## config.mk

```make
export PLATFORM = sky130hd
export DESIGN_NAME = tour_length_evaluator_unit
export DESIGN_NICKNAME = d
export VERILOG_FILES = /design/src/rtl/tle_pkg.sv /design/src/rtl/tle_city_ram.sv /design/src/rtl/tle_isqrt.sv /design/src/rtl/tour_length_evaluator_unit.sv
export SDC_FILE = /design/constraint.sdc
export NUM_CORES = 1
export LEC_CHECK = 0
export BUFFER_PORTS_ARGS = -buffer_cell sky130_fd_sc_hd__buf_2
export CAP_MARGIN = 25
export CORE_MARGIN = 3
export CORE_UTILIZATION = 40
export CTS_CLUSTER_DIAMETER = 200
export CTS_CLUSTER_SIZE = 24
export DETAILED_ROUTE_END_ITERATION = 8
export HOLD_SLACK_MARGIN = 0.02
export MAX_ROUTING_LAYER = met4
export REMOVE_ABC_BUFFERS = 1
export SYNTH_ARGS = -nofsm -noshare
export SYNTH_HDL_FRONTEND = slang
export SYNTH_HIERARCHICAL = 1
export SYNTH_SLANG_ARGS = --single-unit
```

## constraint.sdc

```tcl
create_clock -name aclk -period 9.2 [get_ports aclk]
set_input_delay 1.84 -clock aclk [delete_from_list [all_inputs] [get_ports aclk]]
set_output_delay 1.84 -clock aclk [all_outputs]
set_load 0.1 [all_outputs]
```

## src/rtl/tle_pkg.sv

```systemverilog
// Shared constants and types of the tour length evaluator.
// Used by every module under rtl; depends on nothing else.
package tle_pkg;

    localparam int MAX_CITIES    = 32;
    localparam int FRACTION_BITS = 8;

    localparam int CITY_W   = 5;
    localparam int COORD_W  = 10;
    localparam int LEN_W    = 24;
    localparam int CITY_AW  = (MAX_CITIES > 1) ? $clog2(MAX_CITIES) : 1;
    localparam int ENTRY_W  = 2 * COORD_W;

    // Squared distance and the square root that follows from it.
    localparam int SQ_W       = 2 * COORD_W;
    localparam int SUM_W      = SQ_W + 1;
    localparam int RAD_W      = SUM_W + 2 * FRACTION_BITS;
    localparam int ROOT_W     = (RAD_W + 1) / 2;
    localparam int RAD2_W     = 2 * ROOT_W;
    localparam int ROOT_CNT_W = $clog2(ROOT_W);
    localparam int REM_W      = ROOT_W + 2;
    localparam int ACC_W      = ((ROOT_W > LEN_W) ? ROOT_W : LEN_W) + 1;

    localparam logic [LEN_W-1:0] LEN_MAX = {LEN_W{1'b1}};

    localparam logic KIND_LOAD = 1'b0;
    localparam logic KIND_TOUR = 1'b1;

    typedef enum logic [2:0] {
        ST_IDLE,
        ST_READ,
        ST_DIFF,
        ST_SQUARE,
        ST_ROOT,
        ST_EMIT
    } state_t;

endpackage

```

## src/rtl/tle_city_ram.sv

```systemverilog
// City coordinate table: one write port, two registered read ports.
// Depends on tle_pkg.
module tle_city_ram (
    input  logic                         aclk,
    input  logic                         wr_en,
    input  logic [tle_pkg::CITY_W-1:0]   wr_city,
    input  logic [tle_pkg::ENTRY_W-1:0]  wr_data,
    input  logic [tle_pkg::CITY_W-1:0]   rd_city_a,
    input  logic [tle_pkg::CITY_W-1:0]   rd_city_b,
    output logic [tle_pkg::ENTRY_W-1:0]  rd_data_a,
    output logic [tle_pkg::ENTRY_W-1:0]  rd_data_b
);

    logic [tle_pkg::ENTRY_W-1:0] mem [tle_pkg::MAX_CITIES];
    logic [tle_pkg::ENTRY_W-1:0] rd_data_a_reg;
    logic [tle_pkg::ENTRY_W-1:0] rd_data_b_reg;

    always_ff @(posedge aclk) begin
        if (wr_en && (int'(wr_city) < tle_pkg::MAX_CITIES)) begin
            mem[tle_pkg::CITY_AW'(wr_city)] <= wr_data;
        end
    end

    // Slots beyond the table read as the origin.
    always_ff @(posedge aclk) begin
        if (int'(rd_city_a) < tle_pkg::MAX_CITIES) begin
            rd_data_a_reg <= mem[tle_pkg::CITY_AW'(rd_city_a)];
        end else begin
            rd_data_a_reg <= '0;
        end
        if (int'(rd_city_b) < tle_pkg::MAX_CITIES) begin
            rd_data_b_reg <= mem[tle_pkg::CITY_AW'(rd_city_b)];
        end else begin
            rd_data_b_reg <= '0;
        end
    end

    assign rd_data_a = rd_data_a_reg;
    assign rd_data_b = rd_data_b_reg;

endmodule

```

## src/rtl/tle_isqrt.sv

```systemverilog
// Digit-serial floor square root, two radicand bits per cycle.
// Depends on tle_pkg.
module tle_isqrt (
    input  logic                        aclk,
    input  logic                        aresetn,
    input  logic                        start,
    input  logic [tle_pkg::SUM_W-1:0]   radicand,
    output logic [tle_pkg::ROOT_W-1:0]  root,
    output logic                        done
);

    logic [tle_pkg::RAD2_W-1:0]     rad_reg, rad_next;
    logic [tle_pkg::REM_W-1:0]      rem_reg, rem_next;
    logic [tle_pkg::ROOT_W-1:0]     root_reg, root_next;
    logic [tle_pkg::ROOT_CNT_W-1:0] count_reg, count_next;
    logic                           busy_reg, busy_next;
    logic                           done_reg, done_next;

    logic [tle_pkg::REM_W-1:0] rem_shift;
    logic [tle_pkg::REM_W-1:0] trial;

    always_ff @(posedge aclk) begin
        if (!aresetn) begin
            busy_reg <= 1'b0;
            done_reg <= 1'b0;
        end else begin
            busy_reg <= busy_next;
            done_reg <= done_next;
        end
    end

    always_ff @(posedge aclk) begin
        rad_reg   <= rad_next;
        rem_reg   <= rem_next;
        root_reg  <= root_next;
        count_reg <= count_next;
    end

    always_comb begin
        // The remainder never exceeds twice the partial root, so its top two
        // bits are zero before each shift.
        rem_shift  = {rem_reg[tle_pkg::REM_W-3:0], rad_reg[tle_pkg::RAD2_W-1 -: 2]};
        trial      = {root_reg, 2'b01};
        rad_next   = rad_reg;
        rem_next   = rem_reg;
        root_next  = root_reg;
        count_next = count_reg;
        busy_next  = busy_reg;
        done_next  = 1'b0;
        if (start) begin
            rad_next   = tle_pkg::RAD2_W'(radicand) << (2 * tle_pkg::FRACTION_BITS);
            rem_next   = '0;
            root_next  = '0;
            count_next = tle_pkg::ROOT_CNT_W'(tle_pkg::ROOT_W - 1);
            busy_next  = 1'b1;
        end else if (busy_reg) begin
            rad_next = rad_reg << 2;
            if (rem_shift >= trial) begin
                rem_next  = rem_shift - trial;
                root_next = {root_reg[tle_pkg::ROOT_W-2:0], 1'b1};
            end else begin
                rem_next  = rem_shift;
                root_next = {root_reg[tle_pkg::ROOT_W-2:0], 1'b0};
            end
            if (count_reg == '0) begin
                busy_next = 1'b0;
                done_next = 1'b1;
            end else begin
                count_next = count_reg - 1'b1;
            end
        end
    end

    assign root = root_reg;
    assign done = done_reg;

endmodule

```

## src/rtl/tour_length_evaluator_unit.sv

```systemverilog
// Tour length evaluator: a load request only writes the table and the block is ready again at once.
// A tour request that adds an edge holds off the input while it runs a table read,
// a difference, a square, the digit-serial square root and an accumulate.
// The request marked last runs the closing edge too (only that edge when it also opens
// the tour) and then places the total in the output register once that register is free.
// Reset (aresetn, synchronous, active low) ends any tour and drops the output.
//
// Depends on tle_pkg, tle_city_ram and tle_isqrt; the coordinate table is not cleared.
module tour_length_evaluator_unit (
    input  logic                        aclk,
    input  logic                        aresetn,
    input  logic                        s_valid,
    output logic                        s_ready,
    input  logic                        s_kind,
    input  logic [tle_pkg::CITY_W-1:0]  s_city_index,
    input  logic [tle_pkg::COORD_W-1:0] s_coord_x,
    input  logic [tle_pkg::COORD_W-1:0] s_coord_y,
    input  logic                        s_last,
    output logic                        m_valid,
    input  logic                        m_ready,
    output logic [tle_pkg::LEN_W-1:0]   m_tour_length
);

    tle_pkg::state_t state_reg, state_next;

    // Tour state. The tour_open flag, the pending flags and the running sum are control
    // and take the reset; the city indices and the output total are payload.
    logic                         tour_open_reg, tour_open_next;
    logic                         closing_reg, closing_next;
    logic                         final_reg, final_next;
    logic [tle_pkg::CITY_W-1:0]   first_city_reg, first_city_next;
    logic [tle_pkg::CITY_W-1:0]   prev_city_reg, prev_city_next;
    logic [tle_pkg::CITY_W-1:0]   from_reg, from_next;
    logic [tle_pkg::CITY_W-1:0]   to_reg, to_next;
    logic [tle_pkg::LEN_W-1:0]    running_reg, running_next;
    logic [tle_pkg::COORD_W-1:0]  dx_reg, dx_next;
    logic [tle_pkg::COORD_W-1:0]  dy_reg, dy_next;
    logic                         m_valid_reg, m_valid_next;
    logic [tle_pkg::LEN_W-1:0]    m_len_reg, m_len_next;

    logic                         accept;
    logic                         load_wr;
    logic [tle_pkg::ENTRY_W-1:0]  rd_from;
    logic [tle_pkg::ENTRY_W-1:0]  rd_to;
    logic [tle_pkg::COORD_W-1:0]  ax, ay, bx, by;
    logic [tle_pkg::SQ_W-1:0]     sq_x, sq_y;
    logic [tle_pkg::SUM_W-1:0]    sq_sum;
    logic                         root_start;
    logic [tle_pkg::ROOT_W-1:0]   edge_root;
    logic                         root_done;
    logic [tle_pkg::ACC_W-1:0]    acc_sum;

    assign accept  = s_valid && s_ready;
    assign load_wr = accept && (s_kind == tle_pkg::KIND_LOAD);

    // The table is read at the two ends of the current edge every cycle; the edge
    // ends pass through the from/to registers and the table's read registers before use.
    tle_city_ram u_city_ram (
        .aclk      (aclk),
        .wr_en     (load_wr),
        .wr_city   (s_city_index),
        .wr_data   ({s_coord_x, s_coord_y}),
        .rd_city_a (from_reg),
        .rd_city_b (to_reg),
        .rd_data_a (rd_from),
        .rd_data_b (rd_to)
    );

    tle_isqrt u_isqrt (
        .aclk     (aclk),
        .aresetn  (aresetn),
        .start    (root_start),
        .radicand (sq_sum),
        .root     (edge_root),
        .done     (root_done)
    );

    assign ax = rd_from[tle_pkg::ENTRY_W-1 -: tle_pkg::COORD_W];
    assign ay = rd_from[tle_pkg::COORD_W-1:0];
    assign bx = rd_to[tle_pkg::ENTRY_W-1 -: tle_pkg::COORD_W];
    assign by = rd_to[tle_pkg::COORD_W-1:0];

    // Squared edge length from the registered coordinate differences.
    assign sq_x   = tle_pkg::SQ_W'(dx_reg) * tle_pkg::SQ_W'(dx_reg);
    assign sq_y   = tle_pkg::SQ_W'(dy_reg) * tle_pkg::SQ_W'(dy_reg);
    assign sq_sum = tle_pkg::SUM_W'(sq_x) + tle_pkg::SUM_W'(sq_y);

    // Running sum plus the new edge, before saturation.
    assign acc_sum = tle_pkg::ACC_W'(running_reg) + tle_pkg::ACC_W'(edge_root);

    always_ff @(posedge aclk) begin
        if (!aresetn) begin
            state_reg     <= tle_pkg::ST_IDLE;
            tour_open_reg <= 1'b0;
            closing_reg   <= 1'b0;
            final_reg     <= 1'b0;
            running_reg   <= '0;
            m_valid_reg   <= 1'b0;
        end else begin
            state_reg     <= state_next;
            tour_open_reg <= tour_open_next;
            closing_reg   <= closing_next;
            final_reg     <= final_next;
            running_reg   <= running_next;
            m_valid_reg   <= m_valid_next;
        end
    end

    always_ff @(posedge aclk) begin
        first_city_reg <= first_city_next;
        prev_city_reg  <= prev_city_next;
        from_reg       <= from_next;
        to_reg         <= to_next;
        dx_reg         <= dx_next;
        dy_reg         <= dy_next;
        m_len_reg      <= m_len_next;
    end

    always_comb begin
        state_next      = state_reg;
        tour_open_next  = tour_open_reg;
        closing_next    = closing_reg;
        final_next      = final_reg;
        first_city_next = first_city_reg;
        prev_city_next  = prev_city_reg;
        from_next       = from_reg;
        to_next         = to_reg;
        running_next    = running_reg;
        dx_next         = dx_reg;
        dy_next         = dy_reg;
        m_len_next      = m_len_reg;
        m_valid_next    = m_valid_reg;
        s_ready         = 1'b0;
        root_start      = 1'b0;

        // The output register drains independently of the work in progress.
        if (m_valid_reg && m_ready) begin
            m_valid_next = 1'b0;
        end

        case (state_reg)
            tle_pkg::ST_IDLE: begin
                s_ready = 1'b1;
                if (accept && (s_kind == tle_pkg::KIND_TOUR)) begin
                    if (!tour_open_reg) begin
                        // The first city of a tour adds no edge. If it is also
                        // the last, the closing edge runs from the city to itself.
                        first_city_next = s_city_index;
                        prev_city_next  = s_city_index;
                        running_next    = '0;
                        tour_open_next  = 1'b1;
                        if (s_last) begin
                            from_next    = s_city_index;
                            to_next      = s_city_index;
                            closing_next = 1'b0;
                            final_next   = 1'b1;
                            state_next   = tle_pkg::ST_READ;
                        end
                    end else begin
                        from_next      = prev_city_reg;
                        to_next        = s_city_index;
                        prev_city_next = s_city_index;
                        closing_next   = s_last;
                        final_next     = 1'b0;
                        state_next     = tle_pkg::ST_READ;
                    end
                end
            end
            tle_pkg::ST_READ: begin
                state_next = tle_pkg::ST_DIFF;
            end
            tle_pkg::ST_DIFF: begin
                dx_next    = (ax > bx) ? ax - bx : bx - ax;
                dy_next    = (ay > by) ? ay - by : by - ay;
                state_next = tle_pkg::ST_SQUARE;
            end
            tle_pkg::ST_SQUARE: begin
                root_start = 1'b1;
                state_next = tle_pkg::ST_ROOT;
            end
            tle_pkg::ST_ROOT: begin
                if (root_done) begin
                    if (acc_sum > tle_pkg::ACC_W'(tle_pkg::LEN_MAX)) begin
                        running_next = tle_pkg::LEN_MAX;
                    end else begin
                        running_next = tle_pkg::LEN_W'(acc_sum);
                    end
                    if (closing_reg) begin
                        // The last city of the tour still owes the edge back
                        // to the first one.
                        from_next    = prev_city_reg;
                        to_next      = first_city_reg;
                        closing_next = 1'b0;
                        final_next   = 1'b1;
                        state_next   = tle_pkg::ST_READ;
                    end else if (final_reg) begin
                        state_next = tle_pkg::ST_EMIT;
                    end else begin
                        state_next = tle_pkg::ST_IDLE;
                    end
                end
            end
            tle_pkg::ST_EMIT: begin
                // Wait for the output register to be free, then hand over the
                // total and close the tour.
                if (!m_valid_reg || m_ready) begin
                    m_valid_next   = 1'b1;
                    m_len_next     = running_reg;
                    running_next   = '0;
                    tour_open_next = 1'b0;
                    final_next     = 1'b0;
                    state_next     = tle_pkg::ST_IDLE;
                end
            end
            default: begin
                state_next = tle_pkg::ST_IDLE;
            end
        endcase
    end

    assign m_valid       = m_valid_reg;
    assign m_tour_length = m_len_reg;

endmodule

```

Word-level counts from Yosys, hierarchy flattened
Memories as Yosys holds them, arrays and structs flattened. A register that Yosys moved wholly into a read port is not among the register bits.
Cells that the tools add are included.
- bits in registers: 162
- memory bits (writable): 640
- input port bits: 31
- output and inout bits: 26
- memories: 1
- memory list (name ; depth ; width ; read ports ; clocked after memory_dff ; wr ports ; RTL line ; source):
    u_city_ram.mem ; 32 ; 20 ; 2 ; 2 ; 1 ; tle_city_ram.sv:14 ; logic [tle_pkg::ENTRY_W-1:0] mem [tle_pkg::MAX_CITIES];
- add/sub/neg operators: 8
- multiply operators: 2
- $lt $le $gt $ge: 4
- equality and inequality tests: 11
- mux-type cells: 56
- bitwise logic cells: 5
- reduce and logical (&&, ||, !) cells: 23
- operators by type and width (cell ; count):
    $mux W24 ; 5
    $mux W37 ; 2
    $pmux W24 S3 ; 1
    $mux W5 ; 9
    $mul A10 B10 Y20 ; 2
    $sub A10 B10 Y10 ; 4
    $add A24 B19 Y25 ; 1
    $gt A25 B24 Y1 const B ; 1
    $mux W1 ; 23
    $add A20 B20 Y21 ; 1
    $ge A21 B21 Y1 ; 1
    $mux W3 ; 7
    $gt A10 B10 Y1 ; 2
    $mux W10 ; 2
    $pmux W5 S2 ; 2
    $mux W19 ; 1
    $sub A19 B19 Y19 ; 1
    $pmux W3 S6 ; 1
    $reduce_and A5 Y1 ; 2
    $ne A2 B2 Y1 const B ; 4
    $reduce_and A4 Y1 ; 2
    $eq A3 B2 Y1 const B ; 2
    $eq A3 B3 Y1 const B ; 2
    $reduce_and A2 Y1 ; 3
    other kinds (17) ; 28

Depth between registers and ports, before layout
- depth in word-level cells: 6
- gate-level depth with buffers: 24

Modules after synthesis
Netlist, hierarchy kept.
- by module, submodules not included (module ; instances ; cells each ; area each (um^2)):
    tle_city_ram ; 1 ; 2142 ; 31666.6
    tour_length_evaluator_unit ; 1 ; 1235 ; 11797.6
    tle_isqrt ; 1 ; 383 ; 3774.9

Worst setup path after synthesis
Ideal clock, no wire load.
- kind: register to register
- start point: register dx_reg[2] (netlist name)
- end point: register u_isqrt/rad_reg[36] (netlist name), data pin
- library setup time: 260 ps
- arrival time: 6291 ps
- data required time: 8940 ps
- setup slack: 2649 ps
- stages on the path, launching flop included: 24
- buffers on the path: 1
- period minus slack after synthesis: 6551 ps
- cells stage by stage: edfxtp_1 > clkbuf_1 > and2_1 > fa_1 > inv_1 > fa_1 > inv_1 > fa_1 > fa_1 > fa_1 > fa_1 > inv_1 > fa_1 > inv_1 > ha_1 > inv_1 > o21ai_0 > o221ai_2 > a2111oi_2 > o31ai_2 > o21bai_1 > a21oi_1 > xnor2_1 > mux2_2
- cells in the longest elaborated chain, start to end: 3
- ends and longest elaborated chain (element ; RTL line ; source):
    from (decl) ; tour_length_evaluator_unit.sv:36 ; logic [tle_pkg::COORD_W-1:0] dx_reg, dx_next;
    from (signal assigned) ; tour_length_evaluator_unit.sv:114 ; dx_reg <= dx_next;
    $mul A10 B10 Y20 ; tour_length_evaluator_unit.sv:84 ; assign sq_x = tle_pkg::SQ_W'(dx_reg) * tle_pkg::SQ_W'(dx_reg);
    $add A20 B20 Y21 ; tour_length_evaluator_unit.sv:86 ; assign sq_sum = tle_pkg::SUM_W'(sq_x) + tle_pkg::SUM_W'(sq_y);
    named net sq_sum, one bit ; tour_length_evaluator_unit.sv:47 ; logic [tle_pkg::SUM_W-1:0] sq_sum;
    $mux W37 ; tle_isqrt.sv:50 ; if (start) begin
    named net u_isqrt.rad_next, one bit ; tle_isqrt.sv:12 ; logic [tle_pkg::RAD2_W-1:0] rad_reg, rad_next;
    to (signal assigned) ; tle_isqrt.sv:33 ; rad_reg <= rad_next;
    to (decl) ; tle_isqrt.sv:12 ;
The timed path passes the listed nets, and every way through them passes these cells.
A chain may end at the register's enable or synchronous reset.

Worst setup path in the final report
- start point: register dx_reg[5] (netlist name)
- end point: register u_isqrt/rad_reg[36] (netlist name), data pin
Same word-level chain as after synthesis.

==> run summary <==
Avg WL per Cell = 23.2 um
Top Family by Delay on Critical Path = adder cells
Initial Util = 40.5%
Total track usage = 20.4%
H-tree levels = 2
Number of vias in the routed layout = 29900
Clock Root Buffer = clkbuf_16
Global route hottest layer = met2
Vias in the first global route = 30000
CTS-repair resized insts = 0
Lkg Pwr = 19.7 nW
Period utilisation layout = 76.1%
Initial DRC Count = 2732
Post-CTS setup buffer count = 0
Floorplan row count = 125
IR drop worst, VDD = 1.23 mV
Synth async-reset ratio = 0%
Mapped Avg Cell Area = 12.6 sq um
Die area = 122000 sq um
Worst Path Required = 9.57 ns
CTS Hold Bufs = 0
Netlist cell types = 98
GR Util met1 = 27.3%
Worst slew margin = 24.2%
MaxCap Viol Count = 0
DRT Pass-1 Iters = 6
Crit path cell chain = inv_1 > nor2_1 > fa_1 > inv_1 > fa_1 > inv_1 > fa_1 > fa_1 > fa_1 > fa_1 > inv_1 > fa_1 > inv_1 > ha_1 > inv_1 > o21ai_0 > o221ai_2 > a2111oi_2 > o31ai_2 > o21bai_1 > a21oi_1 > xnor2_1 > mux2_2
Final core utilization = 42.7%
Status = finished, final reports clean
Post-synth EDFFs = 725
DRC = 0
Synth Cell Area = 47200 sq um
CP Class = register to register
Core region area = 117000 sq um
Hold Vio Cnt, Final = 0
Overall power = 17.1 mW
Clock Skews = 0.0361 ns
Worst-skew pair later-pin latency = 0.64 ns
Slew Viols, Final = 0
TritonCTS clock tree = yes
Placed insts = 5188
Layout cells sized above 1 = 7.72%
Crit path time final = 7.01 ns
Crit path arrival time = 7.38 ns
Initial antenna violation count = 2
I/O pin count = 57
Via density per instance = 5.69
Fin Hold WS = 0.464 ns
Hpwl dp = 74.2 mm
M3 GR Usage = 2.65%
Multi-input gate area = 20700 sq um
Bufs and invs on worst path = 6
Final setup viols = 0
CP max FO = 8
TritonCTS Buffers = 41
Largest net degree at the start of global routing = 123
Synthesized flop and latch total = 842
Bufs on Longest Clock Path = 3
Global-route wire length before repair = 185 mm
Synthesis-to-finish area growth = 5.47%
Post-Layout Cell Count = 5256
Tightest Pin Transition = 1.14 ns
M2 GR Usage = 32.8%
Primary FF master, synth = edfxtp_1
CP dominant cell by count = fa_1
Worst Hold Class = register to register
Crit. End Element = register
Fmax = 143 MHz
FF/Latch Area = 24100 sq um
Clk slew on worst S/H paths = 0.12 ns
Clock sink total = 842
Layout fillers = 10900
Pwr Density = 344 nW/um^2
Sequential-to-total area share from yosys stat = 51.0%
Kind of start point of the critical path = register
NumNets Final = 4038
GP Congestion = 0.858
Slowest-stage cell, CP = fa_1
Mapped Cells = 3760
Routed WL = 122 mm
Global route overflow = 0
Ys Warns = 6
Largest register FFs = 640
Buffers on Ports = 56
Die Wd = 350 um
Crit-path max cell delay = 0.59 ns
Antenna Nets Post-Route = 0
Die Height = 350 um
RSZ-0062 raised after global routing = no
layout by cell type (no fill, tap or decap), types with 18 or more instances in the layout:
cell       Yosys  routed
nand3_1      107     107
a31oi_1       52      52
a22o_1        82      82
dfxtp_1      117     116
ha_1         165     165
mux2_2        30      30
mux2i_1      686     686
xnor2_1       47      47
inv_1        270     269
a22oi_1      161     161
nor3_1        59      58
o21ai_0       60      60
nor2_2         3      33
xor2_1        29      29
nand4_1       49      49
nand2_1      185     185
a21o_1        41      41
a21oi_1      154     154
clkbuf_1      84      18
edfxtp_1     725     725
clkbuf_16      0      42
fa_1         134     134
and2_1        54      52
buf_4         33      58
nor2_1       141     109
buf_2         47      56
per-layer routing:
metal / vias up / share of wire, % / routed length, um
li1: 13800 / - / -
met1: 15100 / 44 / 54000
met2: 814 / 47 / 57900
met3: 190 / 5.7 / 7010
met4: 0 / 2.7 / 3260
met5: - / 0 / 0
synthesized netlist by cell type (5+ instances only):
cell type / n / area (sq um)
a21oi_2: 6 / 52.6
nand3_1: 107 / 536
buf_12: 11 / 220
edfxtp_1: 725 / 21800
nand3b_1: 10 / 75.1
nand2_1: 185 / 694
a221o_1: 5 / 50.1
inv_1: 270 / 1010
a22o_1: 82 / 718
buf_2: 47 / 235
mux2i_1: 686 / 6870
a211oi_1: 17 / 128
nor2b_1: 21 / 131
buf_4: 33 / 248
a31oi_1: 52 / 325
fa_1: 134 / 2680
mux2_2: 30 / 338
xnor2_1: 47 / 412
nor2_1: 141 / 529
buf_8: 18 / 270
and3_1: 9 / 56.3
xor2_1: 29 / 254
nand2b_1: 11 / 68.8
o21a_1: 12 / 90.1
nand4_1: 49 / 307
ha_1: 165 / 2060
a21o_1: 41 / 308
o21bai_1: 6 / 45.0
a22oi_1: 161 / 1210
clkbuf_1: 84 / 315
buf_6: 14 / 158
a21oi_1: 154 / 771
and2_1: 54 / 338
nor3_1: 59 / 295
dfxtp_1: 117 / 2340
a21boi_0: 5 / 37.5
o21ai_0: 60 / 300
path summary, 6_finish.rpt:
| kind | from | endpoint | slack, ns | depth (start not counted) |
|---|---|---|---|---|
| worst max-delay path | dx_reg[5] | u_isqrt/rad_reg[36] | 2.19 | 23 |
| worst min-delay path | running_reg[9] | running_reg[9] | 0.46 | 2 |
| worst max register to register | dx_reg[5] | u_isqrt/rad_reg[36] | 2.19 | 23 |
| worst min register to register | running_reg[9] | running_reg[9] | 0.46 | 2 |
where the power goes:
group	leakage (nW)	switching [mW]	internal (mW)
logic	11.6	5.97	4.68
registers	7.51	0.117	4.29
clock network	0.565	1.23	0.864
total	19.7	7.32	9.83
final cells by class:
class / instances / area share (%)
Multi-Input combinational cell: 2432 / 41.6
Timing Repair Buffer: 121 / 1.73
Clock buffer: 60 / 2.25
Tap cell: 1524 / 3.83
Inverter: 270 / 2.03
Antenna cell: 3 / 0.0151
Clock inverter: 4 / 0.133
Sequential cell: 842 / 48.4
tightest hold or removal path, stage by stage (launching register included):
cell,delay [ns]
dfxtp_1,0.34
nand2_1,0.06
nand2_1,0.04
kinds of logic after synthesis:
| family | synth area share [%] |
|---|---|
| adders and majority gates | 10.0 |
| buffers and inverters | 5.36 |
| muxes | 15.3 |
| DFF | 51.0 |
| xor gates and xnor gates | 1.41 |
| AOI/OAI and AO/OA | 9.90 |
| and+or+nand+nor | 6.96 |
stage by stage:
| step | setup WS (ns) | setup TNS, ns | cell area, sq um |
|---|---|---|---|
| after floorplan | -1.87 | -74.77 | 45700 |
| after global placement | 2.34 | 0 | 48600 |
| after detailed placement | 2.24 | 0 | 48600 |
| after CTS | 2.17 | 0 | 49800 |
| after global routing | 1.85 | 0 | 49800 |
| final | 2.19 | 0 | 49800 |
(Power assumes the default switching activity.)
